==> src/xrd_pkg.sv <==
// ----------------------------------------------------------------------------
// XML reference decoder package
// Shared types and constants for the front parser, the entry queue and the
// byte serializer.
// ----------------------------------------------------------------------------
package xrd_pkg;

    localparam int HOLD_DEPTH  = 11;
    localparam int ENTRY_BYTES = HOLD_DEPTH + 1;
    localparam int CNT_W       = $clog2(ENTRY_BYTES + 1);
    localparam int CODE_W      = 21;

    typedef enum logic {
        KIND_FLUSH = 1'b0,
        KIND_CHAR  = 1'b1
    } entry_kind_t;

    typedef struct packed {
        entry_kind_t                      kind;
        logic [ENTRY_BYTES-1:0][7:0]      data;
        logic [CNT_W-1:0]                 count;
        logic [CODE_W-1:0]                code;
        logic                             eot;
    } entry_t;

endpackage

==> src/xml_reference_decoder.sv <==
// ----------------------------------------------------------------------------
// XML reference decoder
// Decodes named and numeric character references in a byte stream into
// UTF-8, passing all other bytes through.
// ----------------------------------------------------------------------------
// The s_ channel takes one text byte per handshake, with s_in_last marking the
// last byte of a run. The m_ channel gives one output byte per item, with
// m_out_last_of_item on the last byte caused by an input byte and
// m_out_end_of_text on the last byte of a run.
// The parser accepts one input byte per cycle while its two-entry queue has
// room. The serializer gives one output byte per cycle while m_ready is high;
// a plain byte accepted by the parser passes through the queue and the
// registered output stage to m_. A decoded code point leaves as 1 to 4 bytes,
// and a failed reference as up to 12 bytes; input is taken on meanwhile until
// the queue is full.
// A held byte of an open reference produces no output until the reference
// is decided or the run ends.
// When m_ready is low, the output byte holds and the queue fills, after which
// s_ready drops. Reset empties the queue and the output stage and drops any
// open reference.
// ----------------------------------------------------------------------------
module xml_reference_decoder #(
    parameter int MAX_DIGITS = 8
) (
    input  logic        aclk,
    input  logic        aresetn,
    input  logic        s_valid,
    output logic        s_ready,
    input  logic [7:0]  s_in_byte,
    input  logic        s_in_last,
    output logic        m_valid,
    input  logic        m_ready,
    output logic [7:0]  m_out_byte,
    output logic        m_out_last_of_item,
    output logic        m_out_end_of_text
);
    import xrd_pkg::*;

    logic    accept;
    logic    push;
    entry_t  push_entry;
    logic    pop;
    logic    full;
    logic    head_valid;
    entry_t  head;

    assign s_ready = !full;
    assign accept  = s_valid && s_ready;

    xrd_front #(
        .MAX_DIGITS (MAX_DIGITS)
    ) u_front (
        .aclk    (aclk),
        .aresetn (aresetn),
        .accept  (accept),
        .in_byte (s_in_byte),
        .in_last (s_in_last),
        .push    (push),
        .entry   (push_entry)
    );

    xrd_queue u_queue (
        .aclk       (aclk),
        .aresetn    (aresetn),
        .push       (push),
        .push_entry (push_entry),
        .pop        (pop),
        .full       (full),
        .head_valid (head_valid),
        .head       (head)
    );

    xrd_back u_back (
        .aclk               (aclk),
        .aresetn            (aresetn),
        .head_valid         (head_valid),
        .head               (head),
        .pop                (pop),
        .m_valid            (m_valid),
        .m_ready            (m_ready),
        .m_out_byte         (m_out_byte),
        .m_out_last_of_item (m_out_last_of_item),
        .m_out_end_of_text  (m_out_end_of_text)
    );

endmodule

==> src/xrd_front.sv <==
// ----------------------------------------------------------------------------
// XML reference decoder front
// Parses one byte per cycle while the queue has room, holds the bytes of an
// open reference and turns each byte into at most one queue entry: a run of
// literal bytes or a decoded code point.
// ----------------------------------------------------------------------------
module xrd_front #(
    parameter int MAX_DIGITS = 8
) (
    input  logic                aclk,
    input  logic                aresetn,
    input  logic                accept,
    input  logic [7:0]          in_byte,
    input  logic                in_last,
    output logic                push,
    output xrd_pkg::entry_t     entry
);
    import xrd_pkg::*;

    localparam int ACC_W   = 4 * MAX_DIGITS;
    localparam int TALLY_W = $clog2(MAX_DIGITS + 1);
    localparam int HC_W    = $clog2(HOLD_DEPTH + 1);
    localparam int NAMES   = 5;
    localparam int NAME_MAX = 5;

    localparam logic [7:0] CH_AMP   = 8'h26;
    localparam logic [7:0] CH_HASH  = 8'h23;
    localparam logic [7:0] CH_SEMI  = 8'h3B;
    localparam logic [7:0] CH_X_LO  = 8'h78;
    localparam logic [7:0] CH_X_UP  = 8'h58;
    localparam logic [7:0] CH_0     = 8'h30;
    localparam logic [7:0] CH_9     = 8'h39;
    localparam logic [7:0] CH_A_LO  = 8'h61;
    localparam logic [7:0] CH_F_LO  = 8'h66;
    localparam logic [7:0] CH_A_UP  = 8'h41;
    localparam logic [7:0] CH_F_UP  = 8'h46;

    localparam logic [31:0] CODE_MAX   = 32'h0010_FFFF;
    localparam logic [31:0] SURR_FIRST = 32'h0000_D800;
    localparam logic [31:0] SURR_LAST  = 32'h0000_DFFF;

    localparam logic [7:0] NAME_TEXT [NAMES][NAME_MAX] = '{
        '{8'h61, 8'h6D, 8'h70, 8'h3B, 8'h00},
        '{8'h6C, 8'h74, 8'h3B, 8'h00, 8'h00},
        '{8'h67, 8'h74, 8'h3B, 8'h00, 8'h00},
        '{8'h71, 8'h75, 8'h6F, 8'h74, 8'h3B},
        '{8'h61, 8'h70, 8'h6F, 8'h73, 8'h3B}
    };
    localparam logic [HC_W-1:0] NAME_LEN [NAMES] = '{
        HC_W'(4), HC_W'(3), HC_W'(3), HC_W'(5), HC_W'(5)
    };
    localparam logic [7:0] NAME_VALUE [NAMES] = '{8'h26, 8'h3C, 8'h3E, 8'h22, 8'h27};

    typedef enum logic [3:0] {
        PH_IDLE   = 4'b0001,
        PH_NAME   = 4'b0010,
        PH_HASH   = 4'b0100,
        PH_DIGITS = 4'b1000
    } phase_t;

    typedef enum logic [1:0] {
        ACT_HOLD,
        ACT_FAIL,
        ACT_DONE
    } action_t;

    phase_t               phase_reg, phase_next;
    logic [ACC_W-1:0]     acc_reg, acc_next;
    logic [TALLY_W-1:0]   tally_reg, tally_next;
    logic                 hex_reg, hex_next;
    logic [HC_W-1:0]      hc_reg, hc_next;
    logic [7:0]           held_reg [HOLD_DEPTH];

    logic                 held_we;
    logic [HC_W-1:0]      held_wa;

    logic [ENTRY_BYTES-1:0][7:0] cmb;
    logic [HC_W-1:0]      pos;
    logic                 name_done;
    logic                 name_prefix;
    logic [7:0]           name_val;
    logic                 pm;

    logic                 is_semi;
    logic                 dig_ok;
    logic [3:0]           dig_val;
    logic [31:0]          acc_ext;
    logic                 code_bad;
    logic [ACC_W-1:0]     acc_cand;

    action_t              act;
    phase_t               hold_phase;
    logic                 hold_hex;
    logic [ACC_W-1:0]     hold_acc;
    logic [TALLY_W-1:0]   hold_tally;
    logic [CODE_W-1:0]    done_code;

    always_comb begin
        for (int i = 0; i < HOLD_DEPTH; i++) begin
            cmb[i] = (HC_W'(i) < hc_reg) ? held_reg[i] : in_byte;
        end
        cmb[HOLD_DEPTH] = in_byte;
    end

    always_comb begin
        pos         = hc_reg - HC_W'(1);
        name_done   = 1'b0;
        name_prefix = 1'b0;
        name_val    = 8'h00;
        pm          = 1'b0;
        for (int k = NAMES - 1; k >= 0; k--) begin
            pm = (pos < NAME_LEN[k]);
            for (int j = 0; j < NAME_MAX; j++) begin
                if (HC_W'(j) < pos && held_reg[j + 1] != NAME_TEXT[k][j]) begin
                    pm = 1'b0;
                end
                if (HC_W'(j) == pos && in_byte != NAME_TEXT[k][j]) begin
                    pm = 1'b0;
                end
            end
            if (pm && (pos + HC_W'(1) == NAME_LEN[k])) begin
                name_done = 1'b1;
                name_val  = NAME_VALUE[k];
            end else if (pm) begin
                name_prefix = 1'b1;
            end
        end
    end

    always_comb begin
        is_semi = (in_byte == CH_SEMI);
        dig_ok  = 1'b0;
        dig_val = 4'd0;
        if (in_byte >= CH_0 && in_byte <= CH_9) begin
            dig_ok  = 1'b1;
            dig_val = 4'(in_byte - CH_0);
        end else if (hex_reg && in_byte >= CH_A_LO && in_byte <= CH_F_LO) begin
            dig_ok  = 1'b1;
            dig_val = 4'(in_byte - CH_A_LO) + 4'd10;
        end else if (hex_reg && in_byte >= CH_A_UP && in_byte <= CH_F_UP) begin
            dig_ok  = 1'b1;
            dig_val = 4'(in_byte - CH_A_UP) + 4'd10;
        end
        acc_ext  = 32'(acc_reg);
        code_bad = (tally_reg == '0) || (acc_ext == 32'd0) || (acc_ext > CODE_MAX) ||
                   (acc_ext >= SURR_FIRST && acc_ext <= SURR_LAST);
        if (hex_reg) begin
            acc_cand = (acc_reg << 4) | ACC_W'(dig_val);
        end else begin
            acc_cand = (acc_reg << 3) + (acc_reg << 1) + ACC_W'(dig_val);
        end
    end

    always_comb begin
        act        = ACT_FAIL;
        hold_phase = phase_reg;
        hold_hex   = hex_reg;
        hold_acc   = acc_reg;
        hold_tally = tally_reg;
        done_code  = acc_ext[CODE_W-1:0];
        unique case (phase_reg)
            PH_NAME: begin
                if (hc_reg == HC_W'(1) && in_byte == CH_HASH) begin
                    act        = ACT_HOLD;
                    hold_phase = PH_HASH;
                end else if (name_done) begin
                    act       = ACT_DONE;
                    done_code = CODE_W'(name_val);
                end else if (name_prefix) begin
                    act = ACT_HOLD;
                end
            end
            PH_HASH, PH_DIGITS: begin
                if (phase_reg == PH_HASH && (in_byte == CH_X_LO || in_byte == CH_X_UP)) begin
                    act        = ACT_HOLD;
                    hold_phase = PH_DIGITS;
                    hold_hex   = 1'b1;
                end else if (is_semi) begin
                    act = code_bad ? ACT_FAIL : ACT_DONE;
                end else if (tally_reg >= TALLY_W'(MAX_DIGITS) || !dig_ok) begin
                    act = ACT_FAIL;
                end else begin
                    act        = ACT_HOLD;
                    hold_phase = PH_DIGITS;
                    hold_acc   = acc_cand;
                    hold_tally = tally_reg + TALLY_W'(1);
                end
            end
            default: begin
                act = ACT_FAIL;
            end
        endcase
        if (act == ACT_HOLD && hc_reg >= HC_W'(HOLD_DEPTH)) begin
            act = ACT_FAIL;
        end
    end

    always_comb begin
        phase_next  = phase_reg;
        acc_next    = acc_reg;
        tally_next  = tally_reg;
        hex_next    = hex_reg;
        hc_next     = hc_reg;
        held_we     = 1'b0;
        held_wa     = hc_reg;
        push        = 1'b0;
        entry.kind  = KIND_FLUSH;
        entry.data  = cmb;
        entry.count = CNT_W'(hc_reg) + CNT_W'(1);
        entry.code  = done_code;
        entry.eot   = in_last;
        if (accept) begin
            phase_next = PH_IDLE;
            acc_next   = '0;
            tally_next = '0;
            hex_next   = 1'b0;
            hc_next    = '0;
            unique case (act)
                ACT_HOLD: begin
                    if (in_last) begin
                        push = 1'b1;
                    end else begin
                        phase_next = hold_phase;
                        acc_next   = hold_acc;
                        tally_next = hold_tally;
                        hex_next   = hold_hex;
                        hc_next    = hc_reg + HC_W'(1);
                        held_we    = 1'b1;
                    end
                end
                ACT_DONE: begin
                    push       = 1'b1;
                    entry.kind = KIND_CHAR;
                end
                default: begin
                    if (in_byte == CH_AMP && !in_last) begin
                        entry.count = CNT_W'(hc_reg);
                        push        = (hc_reg != '0);
                        phase_next  = PH_NAME;
                        hc_next     = HC_W'(1);
                        held_we     = 1'b1;
                        held_wa     = '0;
                    end else begin
                        push = 1'b1;
                    end
                end
            endcase
        end
    end

    always_ff @(posedge aclk) begin
        if (!aresetn) begin
            phase_reg <= PH_IDLE;
            acc_reg   <= '0;
            tally_reg <= '0;
            hex_reg   <= 1'b0;
            hc_reg    <= '0;
        end else begin
            phase_reg <= phase_next;
            acc_reg   <= acc_next;
            tally_reg <= tally_next;
            hex_reg   <= hex_next;
            hc_reg    <= hc_next;
        end
    end

    always_ff @(posedge aclk) begin
        if (held_we) begin
            held_reg[held_wa] <= in_byte;
        end
    end

endmodule

==> src/xrd_queue.sv <==
// ----------------------------------------------------------------------------
// XML reference decoder entry queue
// Two-entry queue between the parser and the serializer.
// ----------------------------------------------------------------------------
module xrd_queue (
    input  logic                aclk,
    input  logic                aresetn,
    input  logic                push,
    input  xrd_pkg::entry_t     push_entry,
    input  logic                pop,
    output logic                full,
    output logic                head_valid,
    output xrd_pkg::entry_t     head
);
    import xrd_pkg::*;

    entry_t      mem_reg [2];
    logic        wp_reg, wp_next;
    logic        rp_reg, rp_next;
    logic [1:0]  cnt_reg, cnt_next;

    assign full       = (cnt_reg == 2'd2);
    assign head_valid = (cnt_reg != 2'd0);
    assign head       = mem_reg[rp_reg];

    always_comb begin
        wp_next  = wp_reg;
        rp_next  = rp_reg;
        cnt_next = cnt_reg;
        if (push) begin
            wp_next = ~wp_reg;
        end
        if (pop) begin
            rp_next = ~rp_reg;
        end
        if (push && !pop) begin
            cnt_next = cnt_reg + 2'd1;
        end else if (pop && !push) begin
            cnt_next = cnt_reg - 2'd1;
        end
    end

    always_ff @(posedge aclk) begin
        if (!aresetn) begin
            wp_reg  <= 1'b0;
            rp_reg  <= 1'b0;
            cnt_reg <= 2'd0;
        end else begin
            wp_reg  <= wp_next;
            rp_reg  <= rp_next;
            cnt_reg <= cnt_next;
        end
    end

    always_ff @(posedge aclk) begin
        if (push) begin
            mem_reg[wp_reg] <= push_entry;
        end
    end

endmodule

==> src/xrd_back.sv <==
// ----------------------------------------------------------------------------
// XML reference decoder serializer
// Walks the head queue entry one output byte per cycle, unless a low m_ready
// holds the output, encoding decoded code points as UTF-8, into a registered output stage.
// ----------------------------------------------------------------------------
module xrd_back (
    input  logic                aclk,
    input  logic                aresetn,
    input  logic                head_valid,
    input  xrd_pkg::entry_t     head,
    output logic                pop,
    output logic                m_valid,
    input  logic                m_ready,
    output logic [7:0]          m_out_byte,
    output logic                m_out_last_of_item,
    output logic                m_out_end_of_text
);
    import xrd_pkg::*;

    localparam logic [7:0] UTF8_LEAD2 = 8'hC0;
    localparam logic [7:0] UTF8_LEAD3 = 8'hE0;
    localparam logic [7:0] UTF8_LEAD4 = 8'hF0;
    localparam logic [7:0] UTF8_CONT  = 8'h80;

    logic [CNT_W-1:0]   idx_reg, idx_next;
    logic               valid_reg, valid_next;
    logic [7:0]         byte_reg, byte_next;
    logic               lit_reg, lit_next;
    logic               eot_reg, eot_next;

    logic [CODE_W-1:0]  code;
    logic [2:0]         ulen;
    logic [7:0]         lead;
    logic [7:0]         t0, t1, t2;
    logic [7:0]         ubyte;
    logic [CNT_W-1:0]   len;
    logic [7:0]         cur_byte;
    logic               is_final;
    logic               out_free;

    always_comb begin
        code = head.code;
        t0   = UTF8_CONT | {2'b00, code[5:0]};
        t1   = UTF8_CONT | {2'b00, code[11:6]};
        t2   = UTF8_CONT | {2'b00, code[17:12]};
        if (code < CODE_W'(32'h80)) begin
            ulen = 3'd1;
            lead = code[7:0];
        end else if (code < CODE_W'(32'h800)) begin
            ulen = 3'd2;
            lead = UTF8_LEAD2 | {3'b000, code[10:6]};
        end else if (code < CODE_W'(32'h10000)) begin
            ulen = 3'd3;
            lead = UTF8_LEAD3 | {4'b0000, code[15:12]};
        end else begin
            ulen = 3'd4;
            lead = UTF8_LEAD4 | {5'b00000, code[20:18]};
        end
        if (idx_reg == '0) begin
            ubyte = lead;
        end else if (CNT_W'(ulen) - idx_reg == CNT_W'(3)) begin
            ubyte = t2;
        end else if (CNT_W'(ulen) - idx_reg == CNT_W'(2)) begin
            ubyte = t1;
        end else begin
            ubyte = t0;
        end
        if (head.kind == KIND_CHAR) begin
            len      = CNT_W'(ulen);
            cur_byte = ubyte;
        end else begin
            len      = head.count;
            cur_byte = head.data[idx_reg];
        end
        is_final = (idx_reg == len - CNT_W'(1));
    end

    assign out_free = !valid_reg || m_ready;
    assign pop      = head_valid && out_free && is_final;

    always_comb begin
        idx_next   = idx_reg;
        valid_next = valid_reg && !m_ready;
        byte_next  = byte_reg;
        lit_next   = lit_reg;
        eot_next   = eot_reg;
        if (head_valid && out_free) begin
            valid_next = 1'b1;
            byte_next  = cur_byte;
            lit_next   = is_final;
            eot_next   = is_final && head.eot;
            idx_next   = is_final ? '0 : idx_reg + CNT_W'(1);
        end
    end

    always_ff @(posedge aclk) begin
        if (!aresetn) begin
            idx_reg   <= '0;
            valid_reg <= 1'b0;
        end else begin
            idx_reg   <= idx_next;
            valid_reg <= valid_next;
        end
    end

    always_ff @(posedge aclk) begin
        byte_reg <= byte_next;
        lit_reg  <= lit_next;
        eot_reg  <= eot_next;
    end

    assign m_valid            = valid_reg;
    assign m_out_byte         = byte_reg;
    assign m_out_last_of_item = lit_reg;
    assign m_out_end_of_text  = eot_reg;

endmodule

==> config.mk <==
export PLATFORM = sky130hd
export DESIGN_NAME = xml_reference_decoder
export DESIGN_NICKNAME = d
export VERILOG_FILES = /design/src/xrd_pkg.sv /design/src/xml_reference_decoder.sv /design/src/xrd_front.sv /design/src/xrd_queue.sv /design/src/xrd_back.sv
export SDC_FILE = /design/constraint.sdc
export NUM_CORES = 1
export LEC_CHECK = 0
export BUFFER_PORTS_ARGS = -buffer_cell sky130_fd_sc_hd__buf_2
export CAP_MARGIN = 20
export CELL_PAD_IN_SITES_DETAIL_PLACEMENT = 1
export CELL_PAD_IN_SITES_GLOBAL_PLACEMENT = 1
export CORE_ASPECT_RATIO = 1.75
export CORE_MARGIN = 2
export CORE_UTILIZATION = 48
export DETAILED_ROUTE_END_ITERATION = 7
export PLACE_DENSITY_LB_ADDON = 0.08
export SYNTH_ARGS = -nofsm -noshare
export SYNTH_HDL_FRONTEND = slang
export SYNTH_SLANG_ARGS = --single-unit
==> constraint.sdc <==
create_clock -name aclk -period 8.5 [get_ports aclk]
set_clock_uncertainty 0.2 [all_clocks]
set_input_delay 0 -clock aclk [delete_from_list [all_inputs] [get_ports aclk]]
set_output_delay 0 -clock aclk [all_outputs]
set_load 0.01 [all_outputs]
After elaboration in Yosys (flattened, before gate mapping)
Memories as Yosys holds them, arrays and structs flattened. A register that Yosys moved wholly into a read port is not among the register bits. Index checks and enable logic that the tools add are counted.

Word-level logic and storage cells: 376. Input bits: 13. Output and inout bits: 12. Bits in writable memories: 334. Memories kept: 2. Register bits after elaboration: 64.

Memory list: u_queue.mem_reg (words 2, bits a word 123, read ports 1, clocked after memory_dff 1, write ports 1, line xrd_queue.sv:17) `entry_t mem_reg [2];`; u_front.held_reg (words 11, bits a word 8, read ports 11, clocked after memory_dff 0, write ports 1, line xrd_front.sv:72) `logic [7:0] held_reg [HOLD_DEPTH];`.

$lt $le $gt $ge: 34. Muxes and demuxes: 166. Reductions and logical operators: 86. Add/subtract/negate cells: 16. Equal/unequal tests: 56. Bitwise gates (word level): 3.

Operator list (count): $mux 32 (7); $ne 8x7->1 const B (22); $mux 8 (16); $mux 4 (23); $mux 1 (90); $mux 21 (3); $logic_and 1x1->1 (56); $mux 6 (7); $add 32x32->32 (1); $add 32x4->32 (1); $bmux 8 s4 (1); $ge 32x16->1 const B (1); $gt 32x21->1 const B (1); $le 32x16->1 const B (1); $logic_not 32->1 (1); $ne 8x6->1 const B (4); $or 32x4->32 (1); $eq 8x6->1 const B (3); $pmux 4 s2 (3); $reduce_bool 8->1 (3); $lt 21x12->1 const B (1); $lt 21x17->1 const B (1); $lt 21x8->1 const B (1); $lt 3x4->1 const A (5); 48 further kinds (108).

Longest topological paths before layout
Gate-level depths: netlist of the first run.

Word-level depth: 37. Gate-level depth with buffers: 22.

Cells and area by module
From an unflattened synthesis of the first run, not the netlist that was laid out.

Cells, all modules: 1607. Area total of the unflattened synthesis: 21048.9 µm².

Modules (own cells, without submodules): xrd_front (sequential area each 3543.4 µm², area an instance 9620.5 µm², cells each 984, times used 1); xrd_queue (sequential area each 7487.2 µm², area an instance 9385.3 µm², cells each 405, times used 1); xrd_back (sequential area each 400.4 µm², area an instance 2033.2 µm², cells each 216, times used 1); xml_reference_decoder (sequential area each 0.0 µm², area an instance 10.0 µm², cells each 2, times used 1).

Worst setup path before layout of the first run
Ideal clock, no wire load.

Kind: reg-to-reg. From: reg u_front.hc_reg[1]. To: mem u_queue.mem_reg[0][0] (netlist name) (enable). Arrival time: 8.191 ns. Path buffers: 1. Cell stages (with the launch flop): 13. Setup slack: -0.498 ns. Period minus slack after synthesis: 8.998 ns. Cell sequence: dfxtp_1 > clkbuf_1 > inv_1 > ha_1 > or4b_4 > o32ai_2 > a22oi_1 > o21ai_1 > o311ai_2 > a32o_1 > a31oi_1 > o21ai_0 > nor2_1.

Word-level cells in the longest chain between the ends: 35. Elaborated cells between the ends (all ways): 140.

Ends and longest elaborated chain: start, declared (line xrd_front.sv:71) `logic [HC_W-1:0] hc_reg, hc_next;`; start signal, assigned (line xrd_front.sv:263) `hc_reg <= hc_next;`; $sub 4x1->4 (line xrd_front.sv:106) `pos = hc_reg - HC_W'(1);`; $lt 1x4->1 (line xrd_front.sv:114) `if (HC_W'(j) < pos && held_reg[j + 1] != NAME_TEXT[k][j]) begin`; $logic_and 1x1->1 (line xrd_front.sv:114); $mux 1 (line xrd_front.sv:114); $mux 1 (line xrd_front.sv:117) `if (HC_W'(j) == pos && in_byte != NAME_TEXT[k][j]) begin`; $mux 1 (line xrd_front.sv:114); $mux 1 (line xrd_front.sv:117); $mux 1 (line xrd_front.sv:114); [19 not listed]; $logic_not 2->1 (line xrd_front.sv:193) `if (act == ACT_HOLD && hc_reg >= HC_W'(HOLD_DEPTH)) begin`; $logic_and 1x1->1 (line xrd_front.sv:193); $mux 2 (line xrd_front.sv:193); $eq 2x2->1 / $logic_not 2->1 (equally long branches) (line xrd_front.sv:218) `unique case (act)`; $pmux 1 s2 * (line xrd_front.sv:218); $mux 1 * (line xrd_front.sv:212) `if (accept) begin`; $mux 1 * (line xrd_queue.sv:56) `if (push) begin`; $mux 1 (not written as such) * (line xrd_queue.sv:57) `mem_reg[wp_reg] <= push_entry;`; end, declared (line xrd_queue.sv:17).

Every way passes the cells marked *; elsewhere a longest branch is shown, timed or not.

Final worst setup path of the first run
From: in s_in_byte[1]. To: reg u_front.acc_reg[28], in the netlist u_front.acc_ext[28].

Word-level cells in the longest chain between the ends: 31. Elaborated cells between the ends (all ways): 149.

Ends and longest elaborated chain: start, declared (line xml_reference_decoder.sv:29) `input logic [7:0] s_in_byte,`; $ne 8x7->1 (line xrd_front.sv:117); $logic_and 1x1->1 (line xrd_front.sv:117); $mux 1 (line xrd_front.sv:117); $mux 1 (line xrd_front.sv:114); $mux 1 (line xrd_front.sv:117); $mux 1 (line xrd_front.sv:114); $mux 1 (line xrd_front.sv:117); $mux 1 (line xrd_front.sv:114); [15 not listed]; $mux 2 (line xrd_front.sv:163) `if (hc_reg == HC_W'(1) && in_byte == CH_HASH) begin`; $pmux 2 s2 (line xrd_front.sv:161) `unique case (phase_reg)`; $logic_not 2->1 (line xrd_front.sv:193); $logic_and 1x1->1 (line xrd_front.sv:193); $mux 2 (line xrd_front.sv:193); $logic_not 2->1 (line xrd_front.sv:218); $ne 3x3->1 (no source line); $reduce_and 5->1 (no source line); end signal, assigned (line xrd_front.sv:260) `acc_reg <= acc_next;`; end, declared (line xrd_front.sv:68) `logic [ACC_W-1:0] acc_reg, acc_next;`.

Parallel ways exist; a longest one is shown, timed or not. The select of a mux whose other input is x is not followed. A chain may end at the register's enable or synchronous reset.

==> results of run 1 <==
==> per-stage QoR <==
step	setup WS (ns)	power, W	cell area, µm²	setup TNS [ns]
floorplan	-0.498	0.00327	20300	-122.57
global placement	2.67	0.00361	21100	0
detailed placement	2.49	0.00365	21100	0
CTS	2.48	0.00528	22400	0
global route	2.08	0.00542	22400	0
finish	2.54	0.00522	22400	0
==> metal layers <==
layer | track usage (%) | share of wire (%) | vias up
met2 | 53.4 | 56 | 254
met4 | 13.1 | 5.2 | 2
met1 | 28.0 | 36 | 6939
met3 | 2.55 | 2.3 | 126
met5 | 0 | 0.022 | -
li1 | - | - | 6131
==> how the worst max path moves through the flow <==
| stage | from | to |
|---|---|---|
| floorplan | u_front.hc_reg[1] | u_queue.mem_reg[0][0] |
| global placement | s_in_byte[1] | u_front.acc_ext[28] |
| detailed placement | s_in_byte[1] | u_front.acc_ext[28] |
| CTS | s_in_byte[1] | u_front.acc_ext[28] |
| global route | s_in_byte[1] | u_front.acc_ext[28] |
| finish | s_in_byte[1] | u_front.acc_ext[28] |
==> Yosys cell counts, types with 32 or more instances <==
master    number
o21ai_0       84
mux4_2        62
mux2i_1       34
ha_1          79
a21oi_1       65
nor2b_1       32
nor2_1        92
clkbuf_1      45
mux2_2        91
inv_1         34
dfxtp_1       55
edfxtp_1     344
nand2_1      108
==> final cells by class <==
class	count	area, µm²
Tap cell	555	694
Sequential cell	399	11400
Timing Repair Buffer	71	539
Inverter	36	135
Fill cell	4187	19300
Clock buffer	49	1020
Clock inverter	18	134
Multi-Input combinational cell	1037	8470
==> timing repair <==
action,in CTS,in global routing
hold endpoints to repair,137,0
buffers inserted,0,0
hold buffers,15,0
==> power by group through the flow <==
stage / Sequential (W) / Clock (W) / Combinational (W)
4_1_cts: 0.00252 / 0.00165 / 0.00111
2_1_floorplan: 0.00256 / 0 / 0.000713
6_report: 0.00251 / 0.00162 / 0.00109
3_3_place_gp: 0.00254 / 0 / 0.00108
5_1_grt: 0.00254 / 0.00171 / 0.00117
3_5_place_dp: 0.00256 / 0 / 0.00110
==> critical path: cells and delay by family <==
kind | cells | cell delay (ns)
adder cells (fa/ha/maj) | 4 | 1.18
AO/OA/AOI/OAI | 9 | 2.25
buffers and inverters | 5 | 1.17
AND/OR/NAND/NOR | 5 | 1.30
multiplexers | 1 | 0.18
==> cells by family (layout without fill, tap and decap cells) <==
family                     Yosys count  count (layout)  synth area share, %
and+or+nand+nor                    423             423                 11.0
DFF                                399             399                 56.3
AOI/OAI and AO/OA                  307             307                 10.1
muxes                              188             188                 13.7
buffers and inverters              106             174                 2.07
adders and majority gates           82              82                 5.17
xor gates and xnor gates            37              37                 1.60
==> metrics.txt, run 1 <==
GR Util All Layers=between 20% and 30%; fin crit period=between 5 and 6 ns; reg2reg setup slack=around 2.6 ns; Clk Latency, worst-skew pair=between 0.5 and 0.6 ns; Layout Utilization=53.7%; layout cells sized above 1=between 10% and 20%; register clock-pin slew on the reported worst setup and hold paths=around 0.060 ns; clock root cell=clkbuf_16; P_sw=~0.0015 W; most used cell, CP=o21ai_0; Slew Limit Headroom=between 20% and 30%; TritonCTS Sinks=around 400; Inserted Clock Buffers=38; yosys warns=0; cell depth of the worst flop-to-flop path=11; area of the core=between 40000 and 50000 µm²; setup violators final=0; Nets=roughly 1.7k; Area contributors post-synth=edfxtp_1 51%, mux4_2 6.9%, dfxtp_1 5.4%; RR Startpoint=u_front.hc_reg[0]; max reg flops=roughly 250; fin crit share=a little over two thirds; synth-to-layout area growth=10.5%; Initial Utilization=between 40% and 50%; dpl cells=around 2.1k; Synth area leader=edfxtp_1; Primary FF master, synth=edfxtp_1; CP peak stage delay=0.65 ns; Sw Ratio=28.3%; Int Power=~0.0037 W; Final Slew Violations=0; CP Max Fanout=27; hold crit path type=in -> reg; slowest cell on the critical path=or4b_2; Min Hold Slack=about 0.14 ns; pwr/cell area=~230 nW/µm²; final hold violation count=0; post-synth net total=about 1.6k; routability congestion estimate=a little under 0.9; CP arrival=slightly above 6 ns; IO Count=25; commonest non-fill, non-tap cells in the layout=344 x edfxtp_1, 108 x nand2_1, 91 x mux2_2; Post-synth ARST share=0%; vias per cell=a little over 6; post-CTS resize count=0; first-pass GRT wire length=88900 µm; vias post-DR=~13k; PortBufs=24; R2R Path End=u_front.held_reg[10][5]; CP Capture Type=flop; Logic pwr share=20.9%; Worst Hold Launch=s_in_last; Syn Std Cell Area=20300 µm²; Avg Inst Size Synth=around 13 µm²; Remaining DRCs=0; Worst Setup Path Type=in -> reg; Max Clock Freq=around 170 MHz; Max VDD drop=137 µV; CTS tree=built; Critical Path RT=8.69 ns; number of flops mapped to enable cells by yosys=~340; status=finished, final reports clean; initial DRC count=825; worst path cell trace=dlygate4sd3_1 -> buf_2 -> buf_4 -> inv_1 -> ha_1 -> or4b_2 -> nand3_1 -> a311oi_4 -> nor2b_1 -> o21ai_0 -> nand2_1 -> ha_1 -> ha_1 -> inv_1 -> fa_1 -> nor2b_1 -> o31ai_1 -> a22oi_1 -> o21ai_0 -> o311a_1 -> o21ai_0 -> o21ai_0 -> mux2i_1 -> a31oi_1; Die Ht=276 µm; H-tree Lvls=2; routed len/inst=26.9 µm; largest net degree at the start of global routing=between 100 and 150; hold path depth=2; GRT overflow=0; Die W=roughly 160 µm; Flop pwr share=between 40% and 50%; fin cells=about 2.2k; initial antenna violation count=1; RSZ-0062 raised after global routing=no; Placement Rows=99; Worst Hold Path EP=u_queue.mem_reg[1][0]; Clock Path Buffers=3; sequential area share after synthesis=56.3%; type of origin of the critical path=input pin; worst slew pin tran=between 1 and 1.5 ns; Leak=a little under 8 nW; Antenna Diode Count=0; Post-Route WL=about 58000 µm; vias in the first global route=roughly 14k; Yosys reg bits=399; Synth top area share=roughly half; die area=around 44000 µm²; Mapped Cells=between 1.5k and 2k; commonest non-fill, non-tap cell in the layout=edfxtp_1; DP Wirelength=41600 µm; router iterations before antenna repair=7; DRT antenna net count=0; Netlist cell types=93; share of power burned in the clock network=31.0%; Max-Cap Viols=0
No activity file was read; power rests on OpenSTA's default activity.
==> run 2: changes to the inputs <==
--- a/config.mk
+++ b/config.mk
@@ -5,13 +5,14 @@
 export SDC_FILE = /design/constraint.sdc
 export NUM_CORES = 1
 export LEC_CHECK = 0
+export ABC_AREA = 1
 export BUFFER_PORTS_ARGS = -buffer_cell sky130_fd_sc_hd__buf_2
 export CAP_MARGIN = 20
 export CELL_PAD_IN_SITES_DETAIL_PLACEMENT = 1
 export CELL_PAD_IN_SITES_GLOBAL_PLACEMENT = 1
 export CORE_ASPECT_RATIO = 1.75
 export CORE_MARGIN = 2
-export CORE_UTILIZATION = 48
+export CORE_UTILIZATION = 45
 export DETAILED_ROUTE_END_ITERATION = 7
 export PLACE_DENSITY_LB_ADDON = 0.08
 export SYNTH_ARGS = -nofsm -noshare
==> constraint.sdc (replaced) <==
create_clock -name aclk -period 5.1 [get_ports aclk]
set_clock_uncertainty 0.2 [all_clocks]
set_input_delay 0 -clock aclk [delete_from_list [all_inputs] [get_ports aclk]]
set_output_delay 0 -clock aclk [all_outputs]
set_load 0.01 [all_outputs]
==> run 2 against run 1 <==
Register-to-register slack worse by 2.2 ns. Setup slack got worse by 2.2 ns. Worst hold slack got worse by 0.024 ns. Largest cell class unchanged. Highest routed layer is now met4.
==> metrics.txt, run 2 <==
status=finished, final reports clean; placed cell areas=21600 µm² (+2.2%); Nets=2306 (+37%); Final WS setup=0.387 ns (-2.15 ns); GRT overflow=0 (unchanged); first-pass GRT wire length=105000 µm (+18%); Synth top area share=50.2% (-0.75 points); Yosys reg bits=399 (unchanged); Antenna Diode Count=0 (unchanged); router iterations before antenna repair=5 (-2); worst slew pin tran=0.975 ns (-0.142 ns); CP arrival=4.76 ns (-1.39 ns); final setup TNS=0 ns (unchanged); Netlist cell types=61 (-34%); count leader, synth=nand2_1; CP Max Fanout=25 (-7.4%); fin crit share=92.4%; Clk Latency, worst-skew pair=0.56 ns (about the same); CTS tree=built; fin crit period=approximately 4.7 ns; Place WS=0.114 ns (-2.38 ns); Post-Route WL=69200 µm (+19%); PortBufs=24 (unchanged); buffers plus inverters on the worst setup path=3 (-2); initial DRC count=1037 (+26%); Syn Std Cell Area=20600 µm² (+1.5%); synth-to-layout area growth=11.4%; type of origin of the critical path=flop; Avg Inst Size Synth=9.51 µm² (-28%); setup violators final=0 (unchanged); post-synth net total=2261 (+38%); TritonCTS Sinks=399 (unchanged); vias per cell=5.74 (-7.6%); Area contributors post-synth=edfxtp_1 50%, nand2_1 7.6%, dfxtp_1 5.3%; Primary FF master, synth=edfxtp_1; Synth area leader=edfxtp_1; largest net degree at the start of global routing=56 (-55%); slowest cell on the critical path=nor2_4; initial antenna violation count=0 (-1); clock root cell=clkbuf_16; Critical Path RT=5.15 ns (-3.54 ns); RSZ-0062 raised after global routing=no; max reg flops=246 (unchanged); routability congestion estimate=0.899 (+2.5%); commonest non-fill, non-tap cell in the layout=nand2_1; number of flops mapped to enable cells by yosys=344 (unchanged); CP Capture Type=flop; vias post-DR=16.2k (+20%); yosys warns=0 (unchanged); pwr/cell area=414 nW/µm² (+78%); Worst Setup Path Type=reg -> reg; Placement Rows=103 (+4.0%); sequential area share after synthesis=55.5% (-0.83 points); Max-Cap Viols=0 (unchanged); Slew Limit Headroom=34.9% (+9.8 points); fin area=22900 µm² (+2.3%); Max VDD drop=284 µV (+110%); GR Util All Layers=29.0% (+2.2 points); Inserted Clock Buffers=39 (+2.6%); layout cells sized above 1=9.86% (-8.6 points); final hold violation count=0 (unchanged); Max Clock Freq=between 200 and 250 MHz; DP Wirelength=51400 µm (+23%); Mapped Cells=2166 (+40%); routed len/inst=24.5 µm (-8.8%); Final Slew Violations=0 (unchanged); vias in the first global route=17.6k (+21%); Post-synth ARST share=0% (unchanged); Remaining DRCs=0 (unchanged); CP peak stage delay=0.60 ns (-0.05 ns); top cells by count, synth=417 x nand2_1, 344 x edfxtp_1, 264 x nor2_1; Die W=166 µm (+3.9%); IO Count=25 (unchanged); hold crit path type=in -> reg; H-tree Lvls=2 (unchanged); Die Ht=287 µm (+4.0%); commonest non-fill, non-tap cells in the layout=417 x nand2_1, 344 x edfxtp_1, 261 x nor2_1; Initial Utilization=45.7% (-2.9 points); area of the core=45100 µm² (+8.1%); Clock Path Buffers=3 (unchanged); worst path cell trace=inv_1 -> ha_1 -> inv_2 -> nand2_2 -> nand2_2 -> nand3_4 -> nor2_2 -> nand2_1 -> a21oi_1 -> nand2_1 -> nor2_1 -> nor2_1 -> nand2_1 -> nand2_2 -> o21ai_2 -> nand2_2 -> o211ai_1 -> nand2_1 -> nor2_4 -> buf_12; Leak=8.87 nW (+14%); CP top delay family=simple AND/OR/NAND/NOR gates; DRT antenna net count=0 (unchanged); register clock-pin slew on the reported worst setup and hold paths=0.07 ns (about the same); die area=47600 µm² (+8.1%)
==> run 2: cell count changes in the layout (fill, tap and decap cells not counted), sizes merged, moves of 26 or more <==
cell    delta
o221ai    +28
mux2      -92
o21ai    +139
inv      +136
mux2i     -29
nand3     +81
nor2     +184
buf       +26
a21oi     +80
nor2b     -32
nand2    +318
mux4      -62
==> run 2: worst register-to-register path, cell delays in order, from the launching register on <==
cell and delay (ns):
dfxtp_1 0.54, inv_1 0.21, ha_1 0.30, inv_2 0.18
nand2_2 0.10, nand2_2 0.16, nand3_4 0.14, nor2_2 0.22
nand2_1 0.12, a21oi_1 0.14, nand2_1 0.10, nor2_1 0.13
nor2_1 0.07, nand2_1 0.10, nand2_2 0.14, o21ai_2 0.14
nand2_2 0.17, o211ai_1 0.17, nand2_1 0.15, nor2_4 0.60
buf_12 0.29
==> run 2: final timing paths <==
check / from / to / slack (ns) / depth (start not counted)
worst max register to register: u_front.hc_reg[1] / u_queue.mem_reg[0][47] / 0.39 / 20
worst max-delay path: u_front.hc_reg[1] / u_queue.mem_reg[0][47] / 0.39 / 20
worst min-delay path: m_ready / u_back.m_valid / 0.12 / 5
worst min register to register: u_queue.rp_reg / u_queue.rp_reg / 0.30 / 2
==> run 2: cell type report <==
type                       instances  area, µm²
inverter                         182        694
tap                              577        722
fill                            5185      22200
sequential                       399      11400
clock buffer                      47       1010
multi-input combinational       1495       8060
clock inverter                    24        240
timing repair buffer              94        788
==> run 2: kinds of logic (layout without fill, tap and decap cells) <==
kind of cell	Yosys count	count (layout)	synth area share [%]
DFF	399	399	55.5
xor gates and xnor gates	37	37	1.57
adders and majority gates	82	82	5.09
and+or+nand+nor	881	881	18.5
muxes	5	5	0.243
buffers and inverters	272	347	5.44
AOI/OAI and AO/OA	490	490	13.6
==> run 2: per-stage QoR <==
| stage | hold slack (ns) | std cells | util, % | power (W) |
|---|---|---|---|---|
| after detailed placement | 0.148 | 2735 | 47.8 | 0.00670 |
| after global routing | 0.144 | 2818 | 50.9 | 0.00991 |
| after floorplan | -0.101 | 2166 | - | 0.00567 |
| after CTS | 0.104 | 2818 | 50.9 | 0.00958 |
| final | 0.121 | 2818 | 50.9 | 0.00950 |
| after global placement | 0.132 | 2734 | 47.8 | 0.00661 |
==> run 2: layer usage <==
metal | wire length [µm] | global-route usage (%) | vias to the layer above
li1 | - | - | 7651
met1 | 24200 | 29.3 | 8048
met2 | 38000 | 56.4 | 313
met3 | 1830 | 2.60 | 168
met4 | 5060 | 18.4 | 0
met5 | 0 | 0 | -
==> run 2: report_power, final <==
group / leakage, nW / switching, W / internal (W)
sequential: 3.64 / 0.000122 / 0.00402
clock: 0.603 / 0.00130 / 0.00158
combinational: 4.62 / 0.00179 / 0.000684
==> run 2: timing repair <==
item                                   4_1_cts  5_1_grt
endpoints found under the hold margin      182        0
buffers inserted                             0        0
gates resized for setup                      0        4
hold buffers                                12        0
setup endpoints to repair                    0       19
